<file path="src/rtl/orrl_pkg.sv">
`timescale 1ns / 1ps
// ----------------------------------------------------------------------------
// orrl_pkg
// Shared constants and types for the record ring log.
// ----------------------------------------------------------------------------
package orrl_pkg;

	localparam logic [15:0] SKIP_LENGTH = 16'hFFFF;
	localparam logic [7:0]  FILL_BYTE   = 8'hFF;

	localparam logic OP_BEGIN = 1'b0;
	localparam logic OP_BYTE  = 1'b1;

	// request as held in the front queue
	typedef struct packed {
		logic        op;
		logic [7:0]  facility;
		logic [7:0]  level;
		logic [15:0] message_length;
		logic [63:0] timestamp;
		logic [7:0]  data_byte;
	} req_t;

	typedef struct packed {
		logic [11:0] entry_offset;
		logic [11:0] tail_offset;
		logic [8:0]  evicted_count;
		logic        wrapped;
	} res_t;

	typedef enum logic [3:0] {
		ST_IDLE,
		ST_WRAPCHK,
		ST_TRD0,
		ST_TRD1,
		ST_TADV,
		ST_FILL,
		ST_EVCHK,
		ST_HDR,
		ST_DONE
	} state_t;

endpackage

</file>
<file path="src/rtl/orrl_front.sv">
`timescale 1ns / 1ps
// ----------------------------------------------------------------------------
// orrl_front
// Two-entry request queue between input port and back end.
// ----------------------------------------------------------------------------
module orrl_front (
	input  logic            clk,
	input  logic            arst_n,
	input  logic            in_valid,
	output logic            in_ready,
	input  orrl_pkg::req_t  in_req,
	output logic            q_valid,
	input  logic            q_pop,
	output orrl_pkg::req_t  q_req
);
	orrl_pkg::req_t mem_q [2];
	logic       wp_q, rp_q;
	logic [1:0] cnt_q;

	assign in_ready = (cnt_q != 2'd2);
	assign q_valid  = (cnt_q != 2'd0);
	assign q_req    = mem_q[rp_q];

	// queue storage
	always_ff @(posedge clk) begin
		if (in_valid && in_ready) mem_q[wp_q] <= in_req;
	end

	// pointers and count
	always_ff @(posedge clk or negedge arst_n) begin
		if (!arst_n) begin
			wp_q <= 1'b0; rp_q <= 1'b0; cnt_q <= 2'd0;
		end else begin
			if (in_valid && in_ready) wp_q <= ~wp_q;
			if (q_pop && q_valid) rp_q <= ~rp_q;
			cnt_q <= cnt_q + {1'b0, in_valid && in_ready} - {1'b0, q_pop && q_valid};
		end
	end

	assert property (@(posedge clk) disable iff (!arst_n) cnt_q != 2'd3)
		else $error("queue count overflow");
endmodule

</file>
<file path="config.mk">
export PLATFORM = sky130hd
export DESIGN_NAME = orrl_front
export DESIGN_NICKNAME = d
export VERILOG_FILES = /design/src/rtl/orrl_pkg.sv /design/src/rtl/orrl_front.sv
export SDC_FILE = /design/constraint.sdc
export NUM_CORES = 1
export LEC_CHECK = 0
export BUFFER_PORTS_ARGS = -buffer_cell sky130_fd_sc_hd__buf_2
export CAP_MARGIN = 20
export CORE_MARGIN = 8
export CORE_UTILIZATION = 56
export CTS_CLUSTER_DIAMETER = 150
export DETAILED_ROUTE_END_ITERATION = 10
export MAX_ROUTING_LAYER = met4
export PLACE_DENSITY_LB_ADDON = 0.25
export SLEW_MARGIN = 20
export SYNTH_ARGS = -nofsm -noshare
export SYNTH_HDL_FRONTEND = slang
export SYNTH_SLANG_ARGS = --single-unit
export TNS_END_PERCENT = 5
</file>
<file path="constraint.sdc">
create_clock -name clk -period 9.5 [get_ports clk]
set_input_delay 1.425 -clock clk [delete_from_list [all_inputs] [get_ports clk]]
set_output_delay 1.425 -clock clk [all_outputs]
set_load 0.05 [all_outputs]
</file>
==> key figures, run 1 <==
Critical path
  • List of cells traversed by the critical path: buf_4 -> mux2_2 -> buf_2
  • Critical path's slowest cell: sky130_fd_sc_hd__buf_4
  • Category of the critical setup timing path: reg2out
  • Required time of the worst setup path: 8.08 ns
  • Critical path startpoint category: flop
  • R2R depth: 3
  • Data arrival at the endpoint of the critical path: 2.92 ns
  • Kind of capture point of the worst setup path: output pin
  • Delay of the slowest critical-path stage: around 0.89 ns
  • Critical path peak fanout: 73
  • Reg2Reg Setup Slack: around 7 ns
  • Capture point of the worst reg-to-reg path: mem_q[1][83]
  • Beginning of the worst register-to-register path: cnt_q[1]

Clocking
  • TritonCTS clock tree: done
  • Resized Gates After CTS: 0
  • Clock Sink Count: about 210
  • Buffer type at the clock tree root: sky130_fd_sc_hd__clkbuf_16
  • Hold-fix buffer count after cts: 0
  • Max Root-Sink Buffers: 3
  • Worst skew pair latency: about 0.48 ns
  • Clock buffers created by TritonCTS: 22
  • Clk pin slew, worst setup/hold paths: 0.06 ns
  • H-tree lvl count: 1
  • Post-CTS Setup Bufs: 0

Worst hold path
  • Hold path depth: 1
  • Hold wc startpoint: cnt_q[0]
  • Worst Hold Path EP: cnt_q[0]
  • Path category of the worst min-delay check: reg2reg

Drt
  • Routed wire per std cell: slightly above 20 um
  • Number of iterations in the first detailed-routing pass: 4
  • 1st-iter DRT viols: about 220
  • Via-per-instance ratio: roughly 5.2
  • Count of antenna-violating nets left after detailed routing: 0
  • Vias post-DR: 3981
  • DRC violation count after routing: 0
  • Total detailed-routing wirelength: between 15000 and 20000 um

Finish
  • Leading cell types in the layout, fill and taps excluded: 215 x sky130_fd_sc_hd__buf_2, 210 x sky130_fd_sc_hd__edfxtp_1, 65 x sky130_fd_sc_hd__mux2_2, 40 x sky130_fd_sc_hd__mux2_4, 23 x sky130_fd_sc_hd__clkbuf_16
  • Utilization after layout: between 70% and 80%
  • Share of layout cells above drive strength 1: about 60%
  • Commonest non-fill, non-tap cell in the layout: sky130_fd_sc_hd__buf_2
  • Synth-to-layout area growth: 23.7%
  • Fillers: ~900
  • Final net count: 685

Yosys
  • Synthesized net count: around 460
  • Count of state elements after synthesis: roughly 210
  • Total standard cell area after synthesis: 0.00793 sq mm
  • Cell count after synthesis: about 340
  • Post-synth cell types: 16
  • Share of the yosys chip area belonging to registers: between 80 and 90%
  • Synthesized area per cell: 23.1 sq um
  • Warning count from the yosys run: 0

Floorplan
  • Std-Cell Core Area: roughly 0.014 sq mm
  • Initial cell density of the core: approximately 57%
  • Die Wd: about 140 um
  • Die ar.: ~0.018 sq mm
  • Chip height: 135 um
  • Top Ports: 216
  • Number of core rows: 43

Run status
  • Run status: complete, no violations

STA
  • Setup Viol. Count Final: 0
  • Unrepaired setup endpoints after global routing: false
  • Final period util: a little under half
  • Final Max Tran Viols: 0
  • Fmax: roughly 230 MHz
  • Relative slew slack: a little over a quarter
  • Total negative setup slack: 0 ns
  • Slew @ Worst Pin: between 1 and 1.5 ns
  • Worst Clk Skew: 0.00905 ns
  • Post-layout minimum cycle time: 4.34 ns
  • Final-report hold violation count: 0

Global route
  • Initial antenna violation count: 3
  • Overflow left after global routing: 0
  • Pin count of the biggest net entering global routing: 89
  • Total global-route track usage: between 10% and 20%
  • Via count of the first global-routing pass: 4371
  • Wire length of the first global-routing pass: 23100 um

Job
  • Count of max-cap constraint violations: 0

Power and ir drop
  • Internal power component: roughly 2200 uW
  • Worst ir drop on vdd: between 200 and 300 uV
  • Total power density per cell area: 373 mW/mm^2
  • Switching power of the nets: roughly 1500 uW
  • Leakage Power: 0.00379 uW
  • Flop pwr share: 37.6%
  • Proportion of power drawn by combinational gates: between 40% and 50%
  • Clk pwr share: approximately a fifth
  • Net switching share of the total power: 40.8%

Place
  • Weighted congestion reported at the end of routability-driven placement: roughly 0.77
  • Half-perimeter wire length after detailed placement: around 10000 um
  • Number of port buffers: approximately 220
==> registers in the layout, indices dropped and copies added, names as in the netlist <==
register  count
wp_q          1
cnt_q         2
rp_q          1
mem_q       210
==> final cells by class <==
| class | instances | area [sq um] | area share (%) |
|---|---|---|---|
| Sequential cell | 214 | 6410 | 65.3 |
| Multi-Input combinational cell | 117 | 1440 | 14.7 |
| Timing Repair Buffer | 218 | 1100 | 11.2 |
| Clock buffer | 27 | 591 | 6.02 |
| Tap cell | 180 | 225 | 2.30 |
| Clock inverter | 9 | 35.0 | 0.357 |
| Antenna cell | 3 | 7.51 | 0.0765 |
| Inverter | 1 | 3.75 | 0.0383 |
==> routing by layer <==
metal,share of wire [%],global-route usage (%)
met1,42,21.2
met2,48,26.2
met3,9.2,4.72
met4,1.5,4.19
met5,0,-
==> metrics by stage <==
stage / hold slack, ns / setup slack, ns / instances / instance area [sq um] / power (uW)
after global placement: 0.497 / 5.62 / 730 / 9180 / 2930
after CTS: 0.548 / 5.11 / 766 / 9800 / 3700
final: 0.538 / 5.16 / 769 / 9810 / 3660
after detailed placement: 0.534 / 5.63 / 730 / 9180 / 2950
after floorplan: 0.461 / 3.02 / 344 / 7930 / 2650
after global routing: 0.558 / 5.02 / 769 / 9810 / 3800
==> logic make-up after synthesis <==
family        synth area share (%)
fa+ha+maj                    0.315
xor+xnor                     0.442
mux                           16.8
buf+inv                       1.28
simple gates                 0.410
flops                         80.8
==> critical path: cells and delay by family (launching register included) <==
| kind | cells | cell delay (ns) |
|---|---|---|
| buffers and inverters | 2 | 1.11 |
| DFF | 1 | 0.78 |
| muxes | 1 | 0.44 |
==> power by group through the flow <==
| stage | combinational, uW | sequential (uW) | clock (uW) |
|---|---|---|---|
| global route | 1600 | 1400 | 804 |
| detailed placement | 1550 | 1400 | 0 |
| global placement | 1540 | 1390 | 0 |
| CTS | 1550 | 1380 | 770 |
| floorplan | 1280 | 1370 | 0 |
| finish | 1530 | 1380 | 754 |
==> synth_stat cells <==
master | number | area (sq um)
sky130_fd_sc_hd__and3_1 | 1 | 6.26
sky130_fd_sc_hd__xnor2_1 | 3 | 26.3
sky130_fd_sc_hd__mux2_2 | 65 | 732
sky130_fd_sc_hd__edfxtp_1 | 210 | 6310
sky130_fd_sc_hd__nor2_1 | 1 | 3.75
sky130_fd_sc_hd__or2_2 | 1 | 6.26
sky130_fd_sc_hd__buf_6 | 6 | 67.6
sky130_fd_sc_hd__buf_2 | 6 | 30.0
sky130_fd_sc_hd__nand2_1 | 1 | 3.75
sky130_fd_sc_hd__mux2_4 | 40 | 601
sky130_fd_sc_hd__ha_1 | 2 | 25.0
sky130_fd_sc_hd__and2_1 | 1 | 6.26
sky130_fd_sc_hd__nand2b_1 | 1 | 6.26
sky130_fd_sc_hd__xor2_1 | 1 | 8.76
sky130_fd_sc_hd__inv_1 | 1 | 3.75
sky130_fd_sc_hd__dfrtp_1 | 4 | 100
==> how the worst max path moves through the flow <==
stage	startpoint	cells after the start	slack [ns]	endpoint
after floorplan	in_valid	2	3.02	mem_q[0][0]
after global placement	rp_q	3	5.62	q_req[54]
after detailed placement	rp_q	3	5.63	q_req[54]
after CTS	rp_q	3	5.11	q_req[54]
after global routing	rp_q	3	5.02	q_req[2]
final	rp_q	3	5.16	q_req[28]
Note: power is estimated with default switching activity, not from simulation.
==> run 2: changes to the inputs <==
--- a/config.mk
+++ b/config.mk
@@ -5,10 +5,11 @@
 export SDC_FILE = /design/constraint.sdc
 export NUM_CORES = 1
 export LEC_CHECK = 0
+export ABC_AREA = 1
 export BUFFER_PORTS_ARGS = -buffer_cell sky130_fd_sc_hd__buf_2
 export CAP_MARGIN = 20
 export CORE_MARGIN = 8
-export CORE_UTILIZATION = 56
+export CORE_UTILIZATION = 47
 export CTS_CLUSTER_DIAMETER = 150
 export DETAILED_ROUTE_END_ITERATION = 10
 export MAX_ROUTING_LAYER = met4
==> constraint.sdc (replaced) <==
create_clock -name clk -period 3.5 [get_ports clk]
set_input_delay 0.525 -clock clk [delete_from_list [all_inputs] [get_ports clk]]
set_output_delay 0.525 -clock clk [all_outputs]
set_load 0.05 [all_outputs]
==> key figures, run 2 <==
Run status
  • Run status: complete, no violations

Yosys
  • Post-synth cell types: 11
  • Share of flip-flops with an asynchronous set or reset: ~1.9%
  • Synthesized area per cell: between 10 and 15 sq um
  • Post-synth top area share: 80.0%
  • Share of the yosys chip area belonging to registers: about 81%
  • Area contributors post-synth: sky130_fd_sc_hd__edfxtp_1 80%, sky130_fd_sc_hd__nand2_1 16%, sky130_fd_sc_hd__dfrtp_1 1.3%, sky130_fd_sc_hd__buf_2 0.76%, sky130_fd_sc_hd__buf_6 0.71%
  • Synthesized net count: 691
  • Total standard cell area after synthesis: about 0.0079 sq mm
  • Warning count from the yosys run: 0
  • Most frequently used cell type in the post-synthesis netlist: sky130_fd_sc_hd__nand2_1
  • Largest area contributor in the netlist: sky130_fd_sc_hd__edfxtp_1
  • Prevailing post-synth register cell: sky130_fd_sc_hd__edfxtp_1
  • EDFF count, synth: 210
  • Top cells by instance count after synthesis: 328 x sky130_fd_sc_hd__nand2_1, 210 x sky130_fd_sc_hd__edfxtp_1, 12 x sky130_fd_sc_hd__buf_2, 8 x sky130_fd_sc_hd__inv_1, 6 x sky130_fd_sc_hd__buf_4
  • Cell count after synthesis: 580
  • Count of state elements after synthesis: ~210

Drt
  • Vias post-DR: between 4000 and 5000
  • 1st-iter DRT viols: between 300 and 400
  • Number of iterations in the first detailed-routing pass: 4
  • Routed wire per std cell: between 15 and 20 um
  • DRC violation count after routing: 0
  • Via-per-instance ratio: around 4.7
  • Count of antenna-violating nets left after detailed routing: 0
  • Total detailed-routing wirelength: 16800 um

Place
  • Weighted congestion reported at the end of routability-driven placement: around 0.77
  • Number of port buffers: approximately 220
  • Half-perimeter wire length after detailed placement: between 10000 and 15000 um

STA
  • Unrepaired setup endpoints after global routing: false
  • Final-report hold violation count: 0
  • Setup Viol. Count Final: 0
  • Post-layout minimum cycle time: 2.94 ns
  • Slew @ Worst Pin: ~0.88 ns
  • Final Max Tran Viols: 0
  • Relative slew slack: between 40% and 50%
  • Fmax: between 300 and 400 MHz
  • Total negative setup slack: 0 ns
  • Worst Clk Skew: roughly 0.0089 ns
  • Final period util: a little over four fifths

Finish
  • Commonest non-fill, non-tap cell in the layout: sky130_fd_sc_hd__nand2_1
  • Footprint of the multi-input gates: approximately 0.0013 sq mm
  • Share of layout cells above drive strength 1: a little under a third
  • Synth-to-layout area growth: 24.8%
  • Final net count: just over 900
  • Largest register by flop count: mem_q
  • Utilization after layout: 59.7%
  • Largest registers: mem_q x210, cnt_q x2
  • Fillers: around 1300
  • Sequential Area: 0.00641 sq mm
  • Largest register FFs: 210
  • Leading cell types in the layout, fill and taps excluded: 328 x sky130_fd_sc_hd__nand2_1, 215 x sky130_fd_sc_hd__buf_2, 210 x sky130_fd_sc_hd__edfxtp_1, 23 x sky130_fd_sc_hd__clkbuf_16, 9 x sky130_fd_sc_hd__clkbuf_1

Critical path
  • Reg2Reg Setup Slack: about 1.7 ns
  • R2R depth: 5
  • Data arrival at the endpoint of the critical path: about 2.4 ns
  • List of cells traversed by the critical path: buf_4 -> nand2_1 -> nand2_1 -> buf_2
  • Critical path startpoint category: flop
  • Required time of the worst setup path: 2.97 ns
  • Critical path's slowest cell: sky130_fd_sc_hd__buf_4
  • Delay of the slowest critical-path stage: about 0.70 ns
  • Category of the critical setup timing path: reg2out
  • Critical path peak fanout: 80
  • Capture point of the worst reg-to-reg path: mem_q[0][74]
  • Crit path top cell by count: sky130_fd_sc_hd__nand2_1
  • Beginning of the worst register-to-register path: cnt_q[0]
  • Launch point of the critical path: rp_q
  • Kind of capture point of the worst setup path: output pin

Floorplan
  • Die Wd: about 150 um
  • Top Ports: around 220
  • Std-Cell Core Area: 0.0165 sq mm
  • Number of core rows: 47
  • Die ar.: about 0.021 sq mm
  • Initial cell density of the core: a little under half
  • Chip height: ~150 um

Job
  • Count of max-cap constraint violations: 0

Global route
  • Busiest metal layer after global routing: met2
  • Pin count of the biggest net entering global routing: about 80
  • Initial antenna violation count: 2
  • Via count of the first global-routing pass: between 5000 and 6000
  • Met3 usage in global routing: 4.91%
  • M2 GR Usage: around a quarter
  • Overflow left after global routing: 0
  • Global-route track usage on met1: 20.1%
  • Total global-route track usage: between 10% and 20%
  • Wire length of the first global-routing pass: around 27000 um

Clocking
  • TritonCTS clock tree: done
  • Clk pin slew, worst setup/hold paths: approximately 0.06 ns
  • Max Root-Sink Buffers: 3
  • H-tree lvl count: 1
  • Buffer type at the clock tree root: sky130_fd_sc_hd__clkbuf_16
  • Resized Gates After CTS: 0
  • Clock buffers created by TritonCTS: 22
  • Clock Sink Count: about 210
  • Worst skew pair latency: ~0.49 ns

Power and ir drop
  • Total power density per cell area: about 1100 mW/mm^2
  • Leakage Power: between 0.004 and 0.005 uW
  • Worst ir drop on vdd: 566 uV

Worst hold path
  • Worst Hold Path EP: mem_q[0][81]
  • Hold wc startpoint: in_req[81]
  • Path category of the worst min-delay check: in2reg
  • Hold path depth: 1
==> run 2: changes by cell type after synthesis, sizes merged, moves of 3 or more <==
cell	change
mux2	-105
nand2	+327
inv	+8
nand3	+3
buf	+11
xnor2	-3
==> run 2: critical path: cells and delay by family (launching register included) <==
family | cells | cell delay, ns
buf+inv | 2 | 0.98
flops | 1 | 0.62
simple gates | 2 | 0.23
==> run 2: how the worst max path moves through the flow <==
stage	end	slack, ns	cells past startpoint
global route	q_req[1]	0.34	4
floorplan	mem_q[0][0]	0.06	3
detailed placement	q_req[92]	1.03	4
global placement	q_req[37]	1.06	4
finish	q_req[8]	0.56	4
CTS	q_req[88]	0.50	4
==> run 2: cell families after synthesis <==
kind of cell / Yosys count / synth area share (%)
flops: 214 / 81.3
fa+ha+maj: 2 / 0.318
simple gates: 332 / 15.9
buf+inv: 32 / 2.51
==> run 2: layout make-up <==
type / instances / share of cell area [%]
flip-flops and latches: 214 / 65.2
well taps: 220 / 2.80
clock buffers: 34 / 6.48
multi-input cells: 334 / 13.0
repair buffers: 221 / 11.9
clock inverters: 2 / 0.0891
diodes: 2 / 0.0509
inverters: 9 / 0.395
==> run 2: power by group <==
| part | switching, uW | leakage, uW | internal [uW] |
|---|---|---|---|
| clock | 853 | 0.000314 | 1240 |
| sequential | 175 | 0.00200 | 3490 |
| combinational | 3720 | 0.00194 | 853 |
==> run 2: metal layers <==
metal / part of all wire [%] / up-vias
met5: 0 / -
met4: 0.81 / 0
met3: 8.8 / 13
met2: 47 / 199
met1: 43 / 2298
li1: - / 2398
==> run 2: per-stage QoR <==
step | hold WS (ns) | instances | power [uW] | worst slack (ns) | instance area [sq um]
2_1_floorplan | 0.229 | 580 | 7250 | 0.0641 | 7890
3_3_place_gp | 0.335 | 997 | 8290 | 1.06 | 9170
3_5_place_dp | 0.337 | 997 | 8360 | 1.03 | 9170
4_1_cts | 0.205 | 1034 | 10500 | 0.500 | 9830
5_1_grt | 0.204 | 1036 | 10900 | 0.339 | 9830
6_report | 0.225 | 1036 | 10300 | 0.559 | 9830
==> run 2: repair_timing <==
action / 4_1_cts / 5_1_grt
hold buffers: 1 / 0
setup buffers: 0 / 0
hold endpoints to repair: 4 / 0
endpoints found under the setup margin: 0 / 0
